===== src/khtc_pkg.sv =====
// Shared types, constants and the CRC byte-update function for the hash-tag slot block.
// No dependencies; every other file in src imports this package.
package khtc_pkg;

  localparam int unsigned CRC_W      = 32;
  localparam int unsigned BYTE_W     = 8;
  localparam int unsigned SLOT_W     = 10;
  localparam int unsigned CNT_REG_W  = 11;
  localparam int unsigned SLOT_LIMIT = 1024;
  localparam int unsigned DIV_CNT_W  = $clog2(CRC_W);

  localparam logic [CRC_W-1:0]  CRC_POLY    = 32'hEDB8_8320;
  localparam logic [CRC_W-1:0]  CRC_INIT    = 32'hFFFF_FFFF;
  localparam logic [BYTE_W-1:0] OPEN_BRACE  = 8'h7B;
  localparam logic [BYTE_W-1:0] CLOSE_BRACE = 8'h7D;

  // Queue between front and back; depth must be a power of two
  localparam int unsigned Q_DEPTH = 2;
  localparam int unsigned Q_AW    = (Q_DEPTH > 1) ? $clog2(Q_DEPTH) : 1;

  // APB register map
  localparam int unsigned APB_AW  = 3;
  localparam int unsigned APB_DW  = 32;
  localparam logic [0:0]  REG_SLOT_COUNT = 1'b0;
  localparam logic [CNT_REG_W-1:0] SLOT_COUNT_RST = 11'd1024;

  typedef struct packed {
    logic [BYTE_W-1:0] key_byte;
    logic              no_byte;
    logic              last;
  } key_in_t;

  typedef struct packed {
    logic [SLOT_W-1:0] slot;
    logic [CRC_W-1:0]  checksum;
    logic              has_tag;
  } slot_out_t;

  typedef struct packed {
    logic [CRC_W-1:0] checksum;
    logic             has_tag;
  } q_entry_t;

  typedef struct packed {
    logic full;
    logic empty;
  } q_stat_t;

  // Reflected CRC-32 update by one byte, LSB first
  function automatic logic [CRC_W-1:0] crc_byte(input logic [CRC_W-1:0] crc,
                                                input logic [BYTE_W-1:0] b);
    logic [CRC_W-1:0] r;
    r = crc ^ {{(CRC_W-BYTE_W){1'b0}}, b};
    for (int k = 0; k < BYTE_W; k++) begin
      r = r[0] ? ((r >> 1) ^ CRC_POLY) : (r >> 1);
    end
    return r;
  endfunction

endpackage


===== src/key_hash_tag_crc32_slot.sv =====
// Hash-tag CRC-32 slot selector, top level. A result is valid once the last byte's
// transfer has passed the queue pop, 32 modulo steps and the output load. Throughput:
// one key byte per cycle at the front while the queue is not full; the back takes one
// key at a time, set by the bit-serial modulo unit, and pops the next only once the
// result is loaded. A two-entry queue absorbs short keys. Reset: async active low;
// clears CRCs to all ones, tag phase, queue, and sets slot_count to 1024.
module key_hash_tag_crc32_slot (
  input  logic                           clk_i,
  input  logic                           rst_ni,
  // key byte channel
  input  logic                           in_valid_i,
  output logic                           in_stall_o,
  input  khtc_pkg::key_in_t              in_data_i,
  // result channel
  output logic                           out_valid_o,
  input  logic                           out_stall_i,
  output khtc_pkg::slot_out_t            out_data_o,
  // APB config port
  input  logic                           psel,
  input  logic                           penable,
  input  logic                           pwrite,
  input  logic [khtc_pkg::APB_AW-1:0]    paddr,
  input  logic [khtc_pkg::APB_DW-1:0]    pwdata,
  output logic [khtc_pkg::APB_DW-1:0]    prdata,
  output logic                           pready
);
  import khtc_pkg::*;

  logic [CNT_REG_W-1:0] slot_count_q, slot_count_d;
  logic                 cfg_wr;
  logic [0:0]           reg_idx;

  q_stat_t  q_stat;
  q_entry_t q_push_data, q_pop_data;
  logic     q_push, q_pop;

  // Config: single word register at byte address 0; other words read zero
  assign pready  = 1'b1;
  assign reg_idx = paddr[APB_AW-1:2];
  assign cfg_wr  = psel & penable & pwrite & pready;

  always_comb begin
    slot_count_d = slot_count_q;
    if (cfg_wr && reg_idx == REG_SLOT_COUNT) slot_count_d = pwdata[CNT_REG_W-1:0];
  end

  always_comb begin
    prdata = '0;
    if (reg_idx == REG_SLOT_COUNT) prdata = {{(APB_DW-CNT_REG_W){1'b0}}, slot_count_q};
  end

  always_ff @(posedge clk_i or negedge rst_ni) begin
    if (!rst_ni) begin
      slot_count_q <= SLOT_COUNT_RST;
    end else begin
      slot_count_q <= slot_count_d;
    end
  end

  // Front: CRC per byte transfer, brace tracking, one queue entry per key
  khtc_front u_front (
    .clk_i      (clk_i),
    .rst_ni     (rst_ni),
    .in_valid_i (in_valid_i),
    .in_stall_o (in_stall_o),
    .in_data_i  (in_data_i),
    .q_stat_i   (q_stat),
    .q_push_o   (q_push),
    .q_data_o   (q_push_data)
  );

  khtc_queue u_queue (
    .clk_i       (clk_i),
    .rst_ni      (rst_ni),
    .push_i      (q_push),
    .push_data_i (q_push_data),
    .pop_i       (q_pop),
    .pop_data_o  (q_pop_data),
    .stat_o      (q_stat)
  );

  // Back: modulo by slot count and output register
  khtc_mod u_mod (
    .clk_i        (clk_i),
    .rst_ni       (rst_ni),
    .q_stat_i     (q_stat),
    .q_data_i     (q_pop_data),
    .q_pop_o      (q_pop),
    .slot_count_i (slot_count_q),
    .out_valid_o  (out_valid_o),
    .out_stall_i  (out_stall_i),
    .out_data_o   (out_data_o)
  );

`ifndef SYNTHESIS
  // slot must lie below the effective slot count
  a_slot_range: assert property (@(posedge clk_i) disable iff (!rst_ni)
    out_valid_o |-> ({1'b0, out_data_o.slot} < slot_count_q ||
                     slot_count_q > CNT_REG_W'(SLOT_LIMIT) ||
                     (slot_count_q == '0 && out_data_o.slot == '0)))
    else $error("slot out of range");

  // queue cannot report full and empty together
  a_q_stat: assert property (@(posedge clk_i) disable iff (!rst_ni)
    !(q_stat.full && q_stat.empty))
    else $error("queue status inconsistent");

  // a key-end transfer lands in the queue: it is non-empty next cycle
  a_q_push: assert property (@(posedge clk_i) disable iff (!rst_ni)
    q_push |=> !q_stat.empty)
    else $error("queue lost an entry");
`endif

endmodule


===== src/khtc_front.sv =====
// Front end: takes key bytes, runs whole-key and tag CRCs, tracks the brace phase.
// Pushes one finished checksum per key into the queue. Depends on khtc_pkg.
module khtc_front (
  input  logic               clk_i,
  input  logic               rst_ni,
  input  logic               in_valid_i,
  output logic               in_stall_o,
  input  khtc_pkg::key_in_t  in_data_i,
  input  khtc_pkg::q_stat_t  q_stat_i,
  output logic               q_push_o,
  output khtc_pkg::q_entry_t q_data_o
);
  import khtc_pkg::*;

  localparam logic [1:0] PH_PRE  = 2'd0;
  localparam logic [1:0] PH_TAG  = 2'd1;
  localparam logic [1:0] PH_DONE = 2'd2;

  logic [1:0]       phase_q, phase_d, phase_nx;
  logic [CRC_W-1:0] whole_q, whole_d, whole_nx;
  logic [CRC_W-1:0] tag_q, tag_d, tag_nx;
  logic             accept;

  assign in_stall_o = q_stat_i.full;
  assign accept     = in_valid_i & ~in_stall_o;

  always_comb begin
    phase_nx = phase_q;
    whole_nx = whole_q;
    tag_nx   = tag_q;
    if (!in_data_i.no_byte) begin
      whole_nx = crc_byte(whole_q, in_data_i.key_byte);
      case (phase_q)
        PH_PRE: begin
          if (in_data_i.key_byte == OPEN_BRACE) phase_nx = PH_TAG;
        end
        PH_TAG: begin
          if (in_data_i.key_byte == CLOSE_BRACE) phase_nx = PH_DONE;
          else tag_nx = crc_byte(tag_q, in_data_i.key_byte);
        end
        default: ;
      endcase
    end
  end

  always_comb begin
    phase_d = phase_q;
    whole_d = whole_q;
    tag_d   = tag_q;
    if (accept) begin
      if (in_data_i.last) begin
        phase_d = PH_PRE;
        whole_d = CRC_INIT;
        tag_d   = CRC_INIT;
      end else begin
        phase_d = phase_nx;
        whole_d = whole_nx;
        tag_d   = tag_nx;
      end
    end
  end

  assign q_push_o          = accept & in_data_i.last;
  assign q_data_o.has_tag  = (phase_nx == PH_DONE);
  assign q_data_o.checksum = (phase_nx == PH_DONE) ? ~tag_nx : ~whole_nx;

  always_ff @(posedge clk_i or negedge rst_ni) begin
    if (!rst_ni) begin
      phase_q <= PH_PRE;
      whole_q <= CRC_INIT;
      tag_q   <= CRC_INIT;
    end else begin
      phase_q <= phase_d;
      whole_q <= whole_d;
      tag_q   <= tag_d;
    end
  end

endmodule


===== src/khtc_queue.sv =====
// Short FIFO of finished checksums between the front end and the modulo back end.
// Register based, depth from khtc_pkg::Q_DEPTH. Depends on khtc_pkg.
module khtc_queue (
  input  logic               clk_i,
  input  logic               rst_ni,
  input  logic               push_i,
  input  khtc_pkg::q_entry_t push_data_i,
  input  logic               pop_i,
  output khtc_pkg::q_entry_t pop_data_o,
  output khtc_pkg::q_stat_t  stat_o
);
  import khtc_pkg::*;

  q_entry_t      mem_q [Q_DEPTH];
  logic [Q_AW-1:0] wr_ptr_q, wr_ptr_d, rd_ptr_q, rd_ptr_d;
  logic [Q_AW:0]   cnt_q, cnt_d;
  logic            do_push, do_pop;

  assign stat_o.full  = (cnt_q == (Q_AW+1)'(Q_DEPTH));
  assign stat_o.empty = (cnt_q == '0);
  assign do_push      = push_i & ~stat_o.full;
  assign do_pop       = pop_i & ~stat_o.empty;
  assign pop_data_o   = mem_q[rd_ptr_q];

  always_comb begin
    wr_ptr_d = do_push ? wr_ptr_q + 1'b1 : wr_ptr_q;
    rd_ptr_d = do_pop  ? rd_ptr_q + 1'b1 : rd_ptr_q;
    cnt_d    = cnt_q;
    if (do_push && !do_pop) cnt_d = cnt_q + 1'b1;
    else if (!do_push && do_pop) cnt_d = cnt_q - 1'b1;
  end

  always_ff @(posedge clk_i) begin
    if (do_push) mem_q[wr_ptr_q] <= push_data_i;
  end

  always_ff @(posedge clk_i or negedge rst_ni) begin
    if (!rst_ni) begin
      wr_ptr_q <= '0;
      rd_ptr_q <= '0;
      cnt_q    <= '0;
    end else begin
      wr_ptr_q <= wr_ptr_d;
      rd_ptr_q <= rd_ptr_d;
      cnt_q    <= cnt_d;
    end
  end

endmodule


===== src/khtc_mod.sv =====
// Back end: bit-serial restoring modulo of the checksum by the slot count, plus
// the output register. One quotient bit per cycle. Depends on khtc_pkg.
module khtc_mod (
  input  logic                              clk_i,
  input  logic                              rst_ni,
  input  khtc_pkg::q_stat_t                 q_stat_i,
  input  khtc_pkg::q_entry_t                q_data_i,
  output logic                              q_pop_o,
  input  logic [khtc_pkg::CNT_REG_W-1:0]    slot_count_i,
  output logic                              out_valid_o,
  input  logic                              out_stall_i,
  output khtc_pkg::slot_out_t               out_data_o
);
  import khtc_pkg::*;

  localparam logic [1:0] ST_IDLE = 2'd0;
  localparam logic [1:0] ST_DIV  = 2'd1;
  localparam logic [1:0] ST_DONE = 2'd2;

  logic [1:0]           state_q, state_d;
  logic [DIV_CNT_W-1:0] cnt_q, cnt_d;
  logic [CRC_W-1:0]     dvd_q, dvd_d;
  logic [CNT_REG_W-1:0] rem_q, rem_d, rem_sh, mod_q, mod_d, mod_eff;
  q_entry_t             ent_q, ent_d;
  logic                 out_valid_q, out_valid_d;
  slot_out_t            out_q, out_d;

  // zero counts as one, large counts saturate
  always_comb begin
    mod_eff = slot_count_i;
    if (slot_count_i == '0) mod_eff = CNT_REG_W'(1);
    else if (slot_count_i > CNT_REG_W'(SLOT_LIMIT)) mod_eff = CNT_REG_W'(SLOT_LIMIT);
  end

  assign rem_sh  = {rem_q[CNT_REG_W-2:0], dvd_q[CRC_W-1]};
  assign q_pop_o = (state_q == ST_IDLE) & ~q_stat_i.empty;

  always_comb begin
    state_d     = state_q;
    cnt_d       = cnt_q;
    dvd_d       = dvd_q;
    rem_d       = rem_q;
    mod_d       = mod_q;
    ent_d       = ent_q;
    out_valid_d = out_valid_q & out_stall_i;
    out_d       = out_q;
    case (state_q)
      ST_IDLE: begin
        if (!q_stat_i.empty) begin
          ent_d   = q_data_i;
          dvd_d   = q_data_i.checksum;
          rem_d   = '0;
          cnt_d   = '0;
          mod_d   = mod_eff;
          state_d = ST_DIV;
        end
      end
      ST_DIV: begin
        rem_d = (rem_sh >= mod_q) ? rem_sh - mod_q : rem_sh;
        dvd_d = dvd_q << 1;
        cnt_d = cnt_q + 1'b1;
        if (cnt_q == DIV_CNT_W'(CRC_W-1)) state_d = ST_DONE;
      end
      ST_DONE: begin
        if (!out_valid_q || !out_stall_i) begin
          out_valid_d      = 1'b1;
          out_d.slot       = rem_q[SLOT_W-1:0];
          out_d.checksum   = ent_q.checksum;
          out_d.has_tag    = ent_q.has_tag;
          state_d          = ST_IDLE;
        end
      end
      default: state_d = ST_IDLE;
    endcase
  end

  assign out_valid_o = out_valid_q;
  assign out_data_o  = out_q;

  always_ff @(posedge clk_i) begin
    dvd_q <= dvd_d;
    rem_q <= rem_d;
    mod_q <= mod_d;
    ent_q <= ent_d;
    out_q <= out_d;
  end

  always_ff @(posedge clk_i or negedge rst_ni) begin
    if (!rst_ni) begin
      state_q     <= ST_IDLE;
      cnt_q       <= '0;
      out_valid_q <= 1'b0;
    end else begin
      state_q     <= state_d;
      cnt_q       <= cnt_d;
      out_valid_q <= out_valid_d;
    end
  end

endmodule

===== config.mk =====
export PLATFORM = sky130hd
export DESIGN_NAME = key_hash_tag_crc32_slot
export DESIGN_NICKNAME = d
export VERILOG_FILES = /design/src/khtc_pkg.sv /design/src/key_hash_tag_crc32_slot.sv /design/src/khtc_front.sv /design/src/khtc_queue.sv /design/src/khtc_mod.sv
export SDC_FILE = /design/constraint.sdc
export NUM_CORES = 1
export LEC_CHECK = 0
export ABC_AREA = 1
export BUFFER_PORTS_ARGS = -buffer_cell sky130_fd_sc_hd__buf_2
export CORE_ASPECT_RATIO = 0.5
export CORE_MARGIN = 1.5
export CORE_UTILIZATION = 25
export CTS_CLUSTER_DIAMETER = 150
export DETAILED_ROUTE_END_ITERATION = 10
export PLACE_DENSITY_LB_ADDON = 0.08
export SYNTH_ARGS = -nofsm -noshare
export SYNTH_HDL_FRONTEND = slang
export SYNTH_SLANG_ARGS = --single-unit

===== constraint.sdc =====
create_clock -name clk_i -period 3.73 [get_ports clk_i]
set_input_delay 0.746 -clock clk_i [delete_from_list [all_inputs] [get_ports clk_i]]
set_output_delay 0.746 -clock clk_i [all_outputs]
set_load 0.1 [all_outputs]

==> flow_summary.yaml <==
detailed_routing:
  drc: 0
  routed.top_layer: "met4"
  met1_length_um: 20500
  drt-initial-drc-count: 742
  drt-total-wl_um: 43100
  post_drt_wl_per_cell_um: 17.7
  met3_length_um: 1790
  drt-vias-per-instance: 4.41
  dr_total_vias: 10700
  wl_met2_um: 19700
  final_antenna_net_count: 0
  drtPass1Iterations: 5
logic_synthesis:
  synthTopCellsByCount: "456 x nand2_1, 195 x edfxtp_1, 133 x inv_1"
  async_flop_share: 0.313
  synthDistinctLibCells: 47
  synthAdderAreaFrac: 0.0136
  muxShareOfSynthArea: 0
  synthFlopType: "edfxtp_1"
  yosysWarnings: 0
  synth.avg_cell_area_um2: 9.25
  synth_compound_area_frac: 0.0885
  synth_top_family_by_area: "simple AND/OR/NAND/NOR gates"
  yosys-top-cells-area: "edfxtp_1 41%, nand2_1 12%, dfstp_2 12%, dfrtp_1 4.2%, xor2_1 4.0%"
  yosys_register_bits: 284
  synth_largest_area_cell: "edfxtp_1"
  synthSimpleGateAreaFrac: 0.203
  synth_top_area_share: 0.408
  seq_area_frac_synth: 0.569
  synth_xor_area_frac: 0.0576
  synth_edf_count: 195
  yosys.cell_count.top_type: "nand2_1"
  netlist_area_um2: 14300
  syn-instance-count: 1551
sta:
  relSlewSlack: 0.377
  slew_viol_final: 0
  finalSetupTns_ps: 0
  worst_pin_slew_ps: 934
  rsz0062_at_grt: "false"
  timing.final.crit_share: 0.680
  period_minus_slack_ps: 2540
  max_freq_mhz: 394
  final.setup_skew_ps: 16.0
  holdWs_ps: 276
  setup_violations: 0
  final_hold_viol_count: 0
clock_network:
  h-tree-depth: 1
  cts_made_buffers: 30
  hold_buffers: 0
  clk_latency_ps: 600
  clockBufferDepth: 3
  cts-root-buf: "clkbuf_16"
  cts_tree: "done"
  ctsResizeCount: 0
  clkTransAtPathRegs_ps: 70
  post_cts_buffers: 0
  cts.sinks: 284
place:
  io_buffers: 84
  numPlacedInstances: 2374
  dp_hpwl_um: 30800
  gp_congestion: 0.827
critical_path:
  rrSetupSlack_ps: 1190
  cp.arrival_ps: 2810
  worstSetupPathType: "reg2reg"
  r2r_end: "u_queue.mem_q[1][20]"
  cp_max_fo: 11
  start_kind: "flop"
  r2r-start: "u_front.phase_q[1]"
  r2r_cells: 8
  critPathRequiredTime_ps: 4000
  cp-end-kind: "flop"
finish:
  fin_cells: 2431
  final_core_util: 0.298
  area_growth_pct: 16.6
  nets: 1717
  fillers: 5883
  final_layout_size_suffix_gt1_frac: 0.183
die:
  die_area_um2: 58900
  rows: 61
  core_um2: 56100
  io_pins: 130
  fp.dieH_um: 172
  die_x_um: 342
  initial_utilization: 0.256
pwr:
  finalPower_mw: 13.4
  ir_worst_vdd_mv: 0.235
  switching_share: 0.407
  power.density_nw_per_um2: 800
  power_frac_seq: 0.381
  p_leak_nw: 7.24
  p_switching_mw: 5.44
  pwr-share-clk: 0.227
  p_int_mw: 7.94
  power_frac_comb: 0.392
global_route:
  grt_max_degree: 59
  grt_pass1_wl_um: 65200
  antenna_found_initial: 0
  overflow: 0
  grt_pass1_vias: 10500
  grt_use_total: 0.147
outcome:
  outcome: "complete, no violations"
worst_hold_path:
  min_path_type: "in2async"
flow_run:
  drv_cap: 0
[through the flow]
stage          worst slack (ps)  instance area (um^2)
6_report                   1190                 16700
5_1_grt                     993                 16700
4_1_cts                    1130                 16700
3_5_place_dp                671                 15700
3_3_place_gp                689                 15700
2_1_floorplan               240                 14400
[logic make-up after synthesis]
| kind of cell | Yosys count |
|---|---|
| buffers and inverters | 229 |
| other | 2 |
| AOI/OAI and AO/OA | 230 |
| and+or+nand+nor | 703 |
| DFF | 284 |
| xor gates and xnor gates | 88 |
| adders and majority gates | 15 |
[cells in the final DEF (no fill, tap or decap), types with 8 or more instances in the layout]
cell       synthesis  final
dfstp_2           65     65
nand2_2           24     24
inv_2             18     20
a21oi_1           65     64
a22oi_1            8      8
xnor2_1           17     17
nor2_1           113    110
o21ai_1           46     45
buf_2              9     83
nand2_4            8      8
a31oi_1           32     32
buf_4             25     36
edfxtp_1         195    195
ha_1              14     14
conb_1             2     22
clkbuf_16          0     30
inv_1            133    130
nand3_1           82     82
o21ai_0           52     52
dfrtp_1           24     24
nand2_1          456    456
o22ai_1           14     14
xor2_1            65     65
[layout make-up]
type	instances	area, um^2	share of cell area
antenna	1	2.50	0.000150
clock buffer	38	801	0.0479
clock inverter	18	185	0.0111
inverter	155	587	0.0351
multi-input combinational	1058	5320	0.318
sequential	284	8160	0.488
tap	756	946	0.0565
timing repair buffer	121	726	0.0434
[sequential cells by signal, summed over array words and instances, names as in the netlist, 5 cells and up]
name / flops
slot_count_q: 11
u_front.tag_q: 32
u_front.whole_q: 32
u_mod.cnt_q: 5
u_mod.dvd_q: 32
u_mod.ent_q: 33
u_mod.mod_q: 11
u_mod.out_data_o: 43
u_mod.rem_q: 10
u_queue.mem_q: 66
[power by group through the flow]
stage | sequential [mW] | combinational (mW) | clock [mW]
2_1_floorplan | 5.07 | 3.64 | 0
3_3_place_gp | 5.15 | 5.28 | 0
3_5_place_dp | 5.16 | 5.32 | 0
4_1_cts | 5.11 | 5.34 | 3.14
5_1_grt | 5.19 | 5.90 | 3.27
6_report | 5.10 | 5.25 | 3.04
[critical path: stages (launching register included)]
cell and delay, ps:
dfrtp_1 400, nor2_1 140, nand2_1 110, a21oi_2 590
nand3_1 370, nand2_1 130, nand2_1 70, nand3_1 150
nand2_1 220
[worst max path at each step]
stage	from	to	slack, ps	cells after the start
4_1_cts	u_mod.rem_q[7]	u_mod.rem_q[9]	1130	7
3_3_place_gp	in_data_i[6]	u_queue.mem_q[0][20]	690	9
2_1_floorplan	u_mod.out_valid_o	u_mod.out_data_o[0]	240	1
3_5_place_dp	in_data_i[2]	u_queue.mem_q[1][14]	670	7
5_1_grt	u_mod.rem_q[7]	u_mod.rem_q[0]	990	7
6_report	u_front.phase_q[1]	u_queue.mem_q[1][20]	1190	8
[layer usage]
| layer | track usage | up-vias |
|---|---|---|
| met5 | 0 | - |
| met1 | 0.201 | 5183 |
| met2 | 0.242 | 189 |
| met4 | 0.0415 | 0 |
| li1 | - | 5280 |
| met3 | 0.0236 | 61 |
Power figures use the tool's default switching activity.
